`config.mk`:
```
export PLATFORM = sky130hd
export DESIGN_NAME = mlfd_cell
export DESIGN_NICKNAME = d
export VERILOG_FILES = /design/src/hw/rtl/mlfd_pkg.sv /design/src/hw/rtl/mlfd_cell.sv
export SDC_FILE = /design/constraint.sdc
export NUM_CORES = 1
export LEC_CHECK = 0
export ABC_AREA = 1
export ABC_CLOCK_PERIOD_IN_PS = 1700
export BUFFER_PORTS_ARGS = -buffer_cell sky130_fd_sc_hd__buf_2
export CORE_ASPECT_RATIO = 0.6
export CORE_UTILIZATION = 29
export CTS_CLUSTER_SIZE = 25
export DETAILED_ROUTE_END_ITERATION = 6
export PLACE_DENSITY = 0.63
export SLEW_MARGIN = 20
export SYNTH_ARGS = -nofsm -noshare
export SYNTH_HDL_FRONTEND = slang
export SYNTH_SLANG_ARGS = --single-unit
```
`constraint.sdc`:
```
create_clock -name clk -period 1.7 [get_ports clk]
set_clock_uncertainty 0.2 [all_clocks]
set_input_delay 0.085 -clock clk [delete_from_list [all_inputs] [get_ports clk]]
set_output_delay 0.085 -clock clk [all_outputs]
set_load 0.01 [all_outputs]
```
`src/hw/rtl/mlfd_pkg.sv`:
```
`timescale 1ns / 1ps
// Shared types, constants and key helper for the MAC learning forward decision block.
package mlfd_pkg;

	localparam int MAC_W         = 48;
	localparam int VLAN_W        = 12;
	localparam int KEY_W         = 1 + VLAN_W + MAC_W;
	localparam int IN_PORT_W     = 8;
	localparam int PORT_MAX_BITS = 32;
	localparam int IDX_MAX_BITS  = 10;
	localparam int MCAST_BIT     = 40;
	localparam int CFG_IDX_W     = 1;

	localparam logic [MAC_W-1:0] RESERVED_A_RESET = 48'h0180_C200_0000;
	localparam logic [MAC_W-1:0] RESERVED_B_RESET = 48'h0100_5E00_00FB;

	localparam logic [CFG_IDX_W-1:0] REG_RESERVED_A = 1'b0;
	localparam logic [CFG_IDX_W-1:0] REG_RESERVED_B = 1'b1;

	typedef enum logic [2:0] {
		ACT_DROP    = 3'd0,
		ACT_BLOCK   = 3'd1,
		ACT_FLOOD   = 3'd2,
		ACT_FILTER  = 3'd3,
		ACT_FORWARD = 3'd4
	} action_t;

	typedef enum logic [1:0] {
		S_IDLE,
		S_SEARCH,
		S_FINISH
	} state_t;

	// Search wave handed from cell to cell; ports are zero-extended to the maximum width.
	typedef struct packed {
		logic                     tok;
		logic                     dst_hit;
		logic [PORT_MAX_BITS-1:0] dst_port;
		logic                     src_hit;
		logic [IDX_MAX_BITS-1:0]  src_idx;
	} wave_t;

	typedef struct packed {
		logic [KEY_W-1:0] dst_key;
		logic [KEY_W-1:0] src_key;
	} query_t;

	typedef struct packed {
		logic                     en;
		logic                     new_entry;
		logic [IDX_MAX_BITS-1:0]  idx;
		logic [KEY_W-1:0]         key;
		logic [PORT_MAX_BITS-1:0] port;
	} wr_t;

	// Untagged frames get tag bit and VLAN zero, distinct from any tagged VLAN.
	function automatic logic [KEY_W-1:0] mk_key(input logic tag_en,
		input logic [VLAN_W-1:0] vlan, input logic [MAC_W-1:0] mac);
		logic [KEY_W-1:0] k;
		if (tag_en) begin
			k = {1'b1, vlan, mac};
		end else begin
			k = {1'b0, {VLAN_W{1'b0}}, mac};
		end
		return k;
	endfunction

endpackage

```
`src/hw/rtl/mlfd_cell.sv`:
```
`timescale 1ns / 1ps
// One table entry: holds a key and port, matches the passing search wave.
module mlfd_cell
	import mlfd_pkg::*;
#(
	parameter int PORT_BITS = 8,
	parameter int CELL_IDX  = 0
) (
	input  logic   clk,
	input  logic   arst_n,
	input  query_t qry,
	input  wr_t    wr,
	input  wave_t  wave_in,
	output wave_t  wave_out
);

	localparam logic [IDX_MAX_BITS-1:0] MY_IDX = IDX_MAX_BITS'(CELL_IDX);

	logic                     vld_q;
	logic [KEY_W-1:0]         key_q;
	logic [PORT_BITS-1:0]     port_q;
	logic                     tok_q;
	logic                     dst_hit_q;
	logic [PORT_MAX_BITS-1:0] dst_port_q;
	logic                     src_hit_q;
	logic [IDX_MAX_BITS-1:0]  src_idx_q;
	logic                     dst_match;
	logic                     src_match;
	logic                     wr_here;

	assign dst_match = vld_q && (key_q == qry.dst_key);
	assign src_match = vld_q && (key_q == qry.src_key);
	assign wr_here   = wr.en && (wr.idx == MY_IDX);

	always_ff @(posedge clk or negedge arst_n) begin
		if (!arst_n) begin
			vld_q <= 1'b0;
			tok_q <= 1'b0;
		end else begin
			tok_q <= wave_in.tok;
			if (wr_here && wr.new_entry) begin
				vld_q <= 1'b1;
			end
		end
	end

	always_ff @(posedge clk) begin
		if (wr_here) begin
			port_q <= wr.port[PORT_BITS-1:0];
			if (wr.new_entry) begin
				key_q <= wr.key;
			end
		end
		// keys are unique, so at most one cell along the row claims each hit
		dst_hit_q  <= wave_in.dst_hit | dst_match;
		dst_port_q <= dst_match ? PORT_MAX_BITS'(port_q) : wave_in.dst_port;
		src_hit_q  <= wave_in.src_hit | src_match;
		src_idx_q  <= src_match ? MY_IDX : wave_in.src_idx;
	end

	always_comb begin
		wave_out.tok      = tok_q;
		wave_out.dst_hit  = dst_hit_q;
		wave_out.dst_port = dst_port_q;
		wave_out.src_hit  = src_hit_q;
		wave_out.src_idx  = src_idx_q;
	end

endmodule

```
==> results of run 1 <==
## where the power goes
part	total (mW)	internal, mW	switching [mW]
clock network	3.51	2.18	1.33
registers	3.02	3.01	0.0143
logic	0.932	0.535	0.397
## worst max-delay path by stage
stage,start,to,cells past startpoint
final,key_q[51]$_DFFE_PP_,dst_port_q[9]$_SDFF_PP0_,11
after floorplan,wr[96],key_q[0]$_DFFE_PP_,3
after detailed placement,key_q[51]$_DFFE_PP_,dst_port_q[5]$_DFF_P_,11
after global placement,key_q[51]$_DFFE_PP_,dst_port_q[29]$_SDFF_PP0_,10
after CTS,key_q[51]$_DFFE_PP_,dst_port_q[7]$_DFF_P_,14
after global routing,key_q[51]$_DFFE_PP_,dst_port_q[16]$_SDFF_PP0_,11
## layer usage
layer	GRT usage	share of wire
met2	0.355	0.43
met3	0.0683	0.079
met4	0.0889	0.023
met5	0	0.00047
met1	0.308	0.47
## sequential cells by signal (all words and copies together) (netlist names)
signal,flops
port_q,8
src_idx_q,10
tok_q,1
src_hit_q,1
key_q,61
dst_hit_q,1
dst_port_q,32
vld_q,1
## repair_timing
action / in CTS / in global routing
hold buffers: 116 / 0
buffers inserted: 7 / 3
pin swaps: 8 / 33
endpoints found under the setup margin: 44 / 44
gates cloned: 4 / 3
hold endpoints to repair: 116 / 0
gates resized for setup: 56 / 47
## cell families (layout without fill, tap and decap cells)
logic type                count (synthesis)  in the layout  share of synthesized area
AOI/OAI and AO/OA                        80             80                     0.0816
xor gates and xnor gates                 10             10                     0.0154
buffers and inverters                   157            655                      0.108
DFF                                     115            115                      0.527
other                                     0              7                          0
and+or+nand+nor                         395            396                      0.268
## critical path, stage by stage (launching register included)
cell	delay, ns
edfxtp_1	0.41
buf_6	0.15
nand2_4	0.05
o21ai_2	0.05
nor2_2	0.11
nand2_2	0.08
nor2_4	0.14
nand2_2	0.08
nor2_4	0.13
buf_12	0.17
clkbuf_16	0.17
a21boi_2	0.05
## cells in the final DEF (no fill, tap or decap), drive strengths merged, types with 6 or more instances in the layout
cell / instances
a21boi: 24
a21oi: 10
buf: 359
clkbuf: 27
dfxtp: 44
diode: 7
dlygate4sd3: 116
edfxtp: 69
inv: 149
nand2: 283
nand3: 11
nor2: 95
o21ai: 44
xor2: 6
## cell type report
cell class	instances	area, µm²	area share
flip-flops and latches	115	3000	0.297
diodes	7	17.5	0.00173
clock inverters	7	38.8	0.00383
well taps	266	333	0.0329
multi-input cells	486	2330	0.230
inverters	146	548	0.0541
repair buffers	477	3320	0.328
clock buffers	25	538	0.0531
## stage by stage
step	hold slack (ns)	cells	setup TNS, ns	setup slack [ns]	total power [mW]
2_1_floorplan	-0.411	757	-54.05	-0.873	3.32
3_3_place_gp	-0.319	1358	-11.72	-0.341	3.76
3_5_place_dp	-0.321	1358	-11.56	-0.340	3.77
4_1_cts	0.0129	1517	-8.75	-0.229	7.53
5_1_grt	0.0309	1528	-12.97	-0.324	7.77
6_report	0.0371	1529	-7.97	-0.209	7.47
==> results.md, run 1 <==
* Worst Min Path Start: wr[103]
* Buffers on Ports at 294
* Vias in the first global route at 6,353
* Antenna violations before repair at 7
* Post-synthesis sequential area ratio at 0.527
* Synth Instances at between 700 and 800
* CTS buffer count at 17
* Routed WL at 23.5 mm
* Syn nets at 1,031
* Top post-synthesis cells by area: edfxtp_1 (36%), nand2_1 (18%), dfxtp_1 (15%)
* Yosys cell types at 23
* Routed len/inst at 15.4 µm
* Most common cell in the netlist: nand2_1
* Synth top cells by count: nand2_1 (281), inv_1 (143), nor2_1 (93)
* VDD IR max at 0.688 mV
* Startpoint Class: flop
* Core Region at 19,100 µm²
* Fillers at 1,856
* Reg2reg start: key_q[51]$_DFFE_PP_
* Hold Path Class: in -> reg
* Peak Freq at 0.524 GHz
* Req. time, crit path at 1.82 ns
* Design Area, Final at approximately 10,000 µm²
* Via count at approximately 6.5k
* Largest net degree at the start of global routing at 22
* Critical path class: reg -> reg
* Worst Setup End Kind: flop
* I/O pin cnt at 319
* Via-to-Cell Ratio at approximately 4.3
* Minimum clock period at about 1.9 ns
* Leakage at roughly 5.2 nW
* Clock Tree Buf Depth at 2
* Maximum fanout along the worst path at 8
* Reg-to-reg slack, setup at -0.21 ns
* Max_cap viols at 0
* Final hold violations at 0
* Grt ovf at 0
* Synth warn at 0
* # rows at 39
* First-pass GRT wire length at 33.9 mm
* DP Area at 7910 µm²
* Reg2Reg Depth at 11
* Fin crit share at 1.12
* Largest area contributor in the netlist: edfxtp_1
* CTS tree: built
* RSZ-0062 raised after global routing: yes
* Post-route core utilization at 0.529
* Die width at 183 µm
* Status: finished, violations left
* Layout cells sized above 1 at 0.366
* H-tree depth at 4
* DRC at 0
* Root buf cell: clkbuf_16
* Worst Slack Setup Final at -0.209 ns
* DRT iter0 DRCs at 355
* Initial Utilization at 0.298
* Placer Congestion at 0.903
* Synthesized area at between 5000 and 6000 µm²
* Ys async rst share at 0.0174
* Pre-antenna DRT Iters at 5
* Top FF cell, synth: edfxtp_1
* End of the worst register-to-register path: dst_port_q[9]$_SDFF_PP0_
* Area grow syn2layout at 77.6%
* Final ANT Viol Nets at 0
* Final nets at 1,517
* Syn_area_per_cell at 7.53 µm²
* PD cells at 737 nW/µm²
* Slew @ Worst Pin at 0.339 ns
* Die height at 111 µm
* EDFF count, synth at between 60 and 70
* CTS clock-pin slew for the worst setup and hold paths at 0.06 ns
* Setup Viol. Count Final at 44
* Hold depth at 3
* Crit path DAT at 2.02 ns
* Synth Register Bits at 115
* All-Layer GR Usage at 0.232
* Synth top area share at 0.363
* Failing checks: negative setup slack
* Worst Hold Path EP: key_q[24]$_DFFE_PP_
* Final Max Tran Viols at 0
* Die area at 20,200 µm²
* Clk_lat worst skew at 0.43 ns
* Clock sink count at 115
* Dpl hpwl at around 18 mm
* Slew HR at 0.772
Note: power is estimated with default switching activity, not from simulation.
==> inputs of run 2 (changes only) <==
ABC_AREA = default   (was 1)
PLACE_DENSITY = 0.65   (was 0.63)
==> run 2 against run 1 <==
The run still ends with negative setup slack left. Die area fell by 15%. Power fell by 1.8%. Cell count fell by 27%. Sequential power barely moved. Count of clock-buffer cells in the layout fell by 6. Maximum frequency fell by 20%. Flip-flop and latch count did not move. Largest cell class unchanged. Largest power group unchanged. Highest routed layer unchanged.
==> results.md, run 2 <==
* Ys async rst share at 0.0174
* Hold Path Class: in -> reg
* Minimum clock period at between 2 and 2.5 ns
* Grt ovf at 0
* Sequential Power Share at 0.412
* Post-synthesis sequential area ratio at 0.621
* Die area at 17,200 µm²
* CP Cell Sequence: xnor2_2, nand4_1, nor4_1, buf_4, nand2_1, nor4_4, buf_6, buf_12, mux2_2
* H-tree depth at 4
* Final hold violations at 0
* Fin crit share at 1.41
* Clock power share at 0.468
* Via count at roughly 4.8k
* Slew @ Worst Pin at 0.466 ns
* Via-to-Cell Ratio at roughly 4.3
* Status: finished, violations left
* Largest area contributor in the netlist: edfxtp_1
* Failing checks: negative setup slack
* Root buf cell: clkbuf_16
* Startpoint Class: flop
* Worst Setup End Kind: flop
* I/O pin cnt at ~320
* Slew HR at 0.686
* Clock sink count at 115
* Synth top cells by count: edfxtp_1 (69), xnor2_1 (59), dfxtp_1 (44)
* Fillers at ~1.4k
* Crit path DAT at 2.49 ns
* EDFF count, synth at 69
* CP delay by family, top: simple AND/OR/NAND/NOR gates
* Synth Register Bits at 115
* Core Region at 16,300 µm²
* Largest reg by FF count: key_q
* Synth warn at 0
* Largest net degree at the start of global routing at 28
* Synthesized area at 4830 µm²
* Leakage at 4.10 nW
* WHS at 0.0390 ns
* Final ANT Viol Nets at 0
* Initial Utilization at 0.297
* Most common cell in the netlist: edfxtp_1
* Design Area, Final at 9240 µm²
* Crit-path slowest cell: edfxtp_1
* Top post-synthesis cells by area: edfxtp_1 (43%), dfxtp_1 (18%), xnor2_1 (11%)
* Req. time, crit path at around 1.8 ns
* Dpl hpwl at 13.6 mm
* RSZ-0062 raised after global routing: yes
* Net load switching power at 1.72 mW
* Worst Slack Setup Final at -0.694 ns
* All-Layer GR Usage at 0.213
* Setup Viol. Count Final at 44
* DRT iter0 DRCs at 237
* # rows at 36
* DRC at 0
* Vias in the first global route at about 5k
* Buffers on Ports at approximately 300
* Top FF cell, synth: edfxtp_1
* Worst path max stage delay at 0.46 ns
* Layout cells sized above 1 at 0.496
* Synth top area share at 0.429
* Max_cap viols at 0
* Area grow syn2layout at 91.2%
* Final nets at 1,148
* First-pass GRT wire length at around 27 mm
* Die height at 102 µm
* Syn nets at 644
* Commonest non-fill, non-tap cell in the layout: buf_2
* Int Pwr at between 5 and 6 mW
* DP Area at slightly above 7000 µm²
* Maximum fanout along the worst path at 7
* Sw Ratio at 0.235
* Die width at 169 µm
* Clk_lat worst skew at 0.41 ns
* Top flop regs: key_q: 61 flops, dst_port_q: 32 flops, src_idx_q: 10 flops
* Clock Tree Buf Depth at 2
* Crit path buf inv count at 3
* Syn_area_per_cell at about 13 µm²
* Routed WL at 18.6 mm
* Peak Freq at 0.418 GHz
* Yosys cell types at 31
* Critical path class: reg -> reg
* Most frequent cells in the layout: buf_2 (294), dlygate4sd3_1 (119), edfxtp_1 (69)
* CTS buffer count at 17
* Final Max Tran Viols at 0
* PD cells at just under 800 nW/µm²
* Antenna violations before repair at 2
* CTS tree: built
* Synth Instances at 370
* Combinational Power Share at 0.120
* VDD IR max at 0.540 mV
* CTS clock-pin slew for the worst setup and hold paths at 0.06 ns
* Pre-antenna DRT Iters at 4
* Max FFs per register at 61
* Routed len/inst at ~17 µm
* Placer Congestion at 0.859
-- run 2: changes by cell type after synthesis, sizes merged, moves of 9 or more --
cell / change
a21boi: -24
a21oi: -10
inv: -114
nand2: -280
nand3: -9
nand4: +17
nor2: -93
nor2b: +40
nor4: +18
o21ai: -42
o22ai: +13
xnor2: +55
xor2: +23
-- run 2: through the flow --
stage | total power [mW] | setup TNS, ns | util | setup WS, ns | cells
2_1_floorplan | 3.28 | -32.13 | - | -0.523 | 370
3_3_place_gp | 3.70 | -30.70 | 0.440 | -0.768 | 955
3_5_place_dp | 3.71 | -32.42 | 0.440 | -0.797 | 955
4_1_cts | 7.39 | -26.50 | 0.562 | -0.727 | 1113
5_1_grt | 7.61 | -31.35 | 0.568 | -0.837 | 1115
6_report | 7.33 | -26.17 | 0.568 | -0.694 | 1116
-- run 2: power groups by stage --
stage	sequential (mW)	clock (mW)	combinational (mW)
floorplan	3.11	0	0.173
finish	3.02	3.43	0.877
global placement	3.08	0	0.620
detailed placement	3.08	0	0.627
CTS	3.02	3.51	0.856
global route	3.03	3.64	0.948
-- run 2: cell type report --
type                            instances  area (µm²)  area share
Antenna cell                            1        2.50    0.000271
Clock buffer                           19         475      0.0514
Clock inverter                         13        96.3      0.0104
Inverter                               32         120      0.0130
Multi-Input combinational cell        216        1870       0.202
Sequential cell                       115        3000       0.325
Tap cell                              228         285      0.0309
Timing Repair Buffer                  492        3390       0.367
-- run 2: path summary, 6_finish.rpt --
path	from	to	slack, ns	depth (start not counted)
setup / recovery	key_q[60]$_DFFE_PP_	dst_port_q[2]$_DFF_P_	-0.69	9
hold / removal	wr[103]	key_q[17]$_DFFE_PP_	0.04	3
setup reg to reg	key_q[60]$_DFFE_PP_	dst_port_q[2]$_DFF_P_	-0.69	9
hold reg to reg	port_q[5]$_DFFE_PP_	dst_port_q[5]$_DFF_P_	0.27	1
max in group asynchronous	arst_n	vld_q$_DFFE_PN0P_	0.76	3
min in group asynchronous	arst_n	tok_q$_DFF_PN0_	0.39	3
-- run 2: tightest hold or removal path, cell delays in order --
cell,delay [ns]
buf_2,0.07
and2_4,0.18
buf_4,0.17
-- run 2: routing by layer --
layer  vias to the layer above  global-route usage  wire length (µm)
met2                       210               0.345              8620
met1                      2238               0.280              8480
li1                       2327                   -                 -
met4                         2              0.0643               226
met3                        21              0.0573              1250
met5                         -                   0                17
-- run 2: logic make-up after synthesis --
logic type	Yosys count	share of synthesized area
AOI/OAI and AO/OA	32	0.0512
xor gates and xnor gates	88	0.159
buffers and inverters	39	0.0349
DFF	115	0.621
muxes	8	0.0186
and+or+nand+nor	88	0.115
-- run 2: repair_timing --
action	in CTS	in global routing
hold buffers	119	0
gates resized for setup	22	12
endpoints found under the setup margin	44	44
cloned	2	0
buffers inserted	5	2
hold endpoints to repair	124	0
pin swaps	3	4
==> inputs of run 3 (changes only) <==
CORE_MARGIN = 4   (was default)
==> run 3 against run 2 <==
The flow still finishes with violations (negative setup slack). Critical endpoint is now dst_port_q[4]$_DFF_P_. Core utilization is 0.18 points higher. Count of clock-buffer cells in the layout stayed put. Critical path type unchanged. Non-clock buffer count is 3 lower. Final area is 0.60% higher. Largest cell class unchanged.
==> results.md, run 3 (synthesis results as in run 2) <==
* Die width at between 150 and 200 µm
* Via count at roughly 4.8k
* PD cells at 830 nW/µm²
* Pre-antenna DRT Iters at 4
* Hold Path Class: in -> reg
* DRT iter0 DRCs at 278
* Fin crit share at 1.46
* Largest reg by FF count: key_q
* Layout Cells excl Fill at 1,113
* CTS clock-pin slew for the worst setup and hold paths at 0.06 ns
* Slew @ Worst Pin at 0.388 ns
* Register Area at 3000 µm²
* Clk_lat worst skew at 0.41 ns
* Worst Setup End Kind: flop
* CTS buffer count at 17
* CTS tree: built
* I/O pin cnt at 319
* Antenna violations before repair at 1
* Routed WL at 20.2 mm
* First-pass GRT wire length at 28.9 mm
* Antenna fix cells at 0
* All-Layer GR Usage at 0.204
* Most frequent cells in the layout: buf_2 (291), dlygate4sd3_1 (118), edfxtp_1 (69)
* WHS at about 0.11 ns
* Max FFs per register at 61
* Pre-CTS setup slack at -0.955 ns
* Initial Utilization at 0.297
* RSZ-0062 raised after global routing: yes
* Area grow syn2layout at 92.3%
* Routed len/inst at 18.1 µm
* Final Max Tran Viols at 0
* Final hold violations at 0
* Dpl hpwl at between 10 and 15 mm
* Status: finished, violations left
* Die area at 18,900 µm²
* Vias in the first global route at 5,157
* Final ANT Viol Nets at 0
* Failing checks: negative setup slack
* Die height at 108 µm
* Leakage at between 4 and 5 nW
* Maximum fanout along the worst path at 5
* Multi-input gate area at 1860 µm²
* Final nets at around 1.1k
* Req. time, crit path at about 1.8 ns
* Core Region at approximately 16,000 µm²
* Largest net degree at the start of global routing at 20
* Crit path DAT at 2.58 ns
* Buffers on Ports at 294
* Clock Tree Buf Depth at 2
* Top flop regs: key_q: 61 flops, dst_port_q: 32 flops, src_idx_q: 10 flops
* Via-to-Cell Ratio at 4.27
* Grt ovf at 0
* # rows at 36
* Worst Slack Setup Final at -0.782 ns
* Startpoint Class: flop
* Peak Freq at 0.403 GHz
* Clock sink count at ~120
* Power, Total at 7.72 mW
* Setup Viol. Count Final at 44
* Critical path class: reg -> reg
* Slew HR at 0.739
* Layout cells sized above 1 at 0.489
* VDD IR max at 0.525 mV
* Commonest non-fill, non-tap cell in the layout: buf_2
* DRC at 0
* Placed cell count at 958
* Max_cap viols at 0
* Fillers at 1,387
* Minimum clock period at around 2.5 ns
* Root buf cell: clkbuf_16
* Placer Congestion at 0.847
* H-tree depth at 4
[run 3: metrics by stage]
stage	util	TNS [ns]	area [µm²]
2_1_floorplan	-	-32.13	4890
3_3_place_gp	0.440	-38.48	7180
3_5_place_dp	0.440	-39.26	7180
4_1_cts	0.563	-27.55	9170
5_1_grt	0.570	-33.35	9300
6_report	0.570	-29.28	9300
[run 3: per-layer routing]
layer | track usage | vias to the layer above | share of wire
met2 | 0.331 | 203 | 0.46
met5 | 0 | - | 0.00064
met1 | 0.273 | 2215 | 0.45
met3 | 0.0625 | 10 | 0.075
met4 | 0.0415 | 2 | 0.0064
li1 | - | 2328 | -
[run 3: timing repair]
item	4_1_cts	5_1_grt
pin swaps	6	10
hold buffers	119	0
hold endpoints to repair	124	0
buffers inserted	2	1
cloned	1	4
gates resized for setup	27	17
endpoints found under the setup margin	44	77
[run 3: critical path, stage by stage, from the launching register on]
cell      delay [ns]
edfxtp_1        0.44
xnor2_2         0.25
nand4_1         0.20
nor4_4          0.35
nand2_1         0.17
nor4_4          0.17
buf_6           0.17
buf_16          0.13
mux2_4          0.30
[run 3: cell type report]
class,count,area share
Timing Repair Buffer,489,0.365
Sequential cell,115,0.323
Multi-Input combinational cell,217,0.200
Clock buffer,19,0.0499
Tap cell,228,0.0307
Clock inverter,13,0.0182
Inverter,32,0.0129
[run 3: path summary, 6_finish.rpt]
path,startpoint,cells after the start,slack (ns),to
max,key_q[24]$_DFFE_PP_,8,-0.78,dst_port_q[4]$_DFF_P_
min,wr[103],3,0.11,key_q[3]$_DFFE_PP_
max reg2reg,key_q[24]$_DFFE_PP_,8,-0.78,dst_port_q[4]$_DFF_P_
min reg2reg,port_q[7]$_DFFE_PP_,1,0.27,dst_port_q[7]$_DFF_P_
max in group asynchronous,arst_n,3,0.81,vld_q$_DFFE_PN0P_
min in group asynchronous,arst_n,3,0.35,tok_q$_DFF_PN0_
[run 3: power breakdown]
part	internal [mW]	switching [mW]
sequential	3.01	0.0148
clock	2.46	1.36
combinational	0.559	0.326
total	6.02	1.70
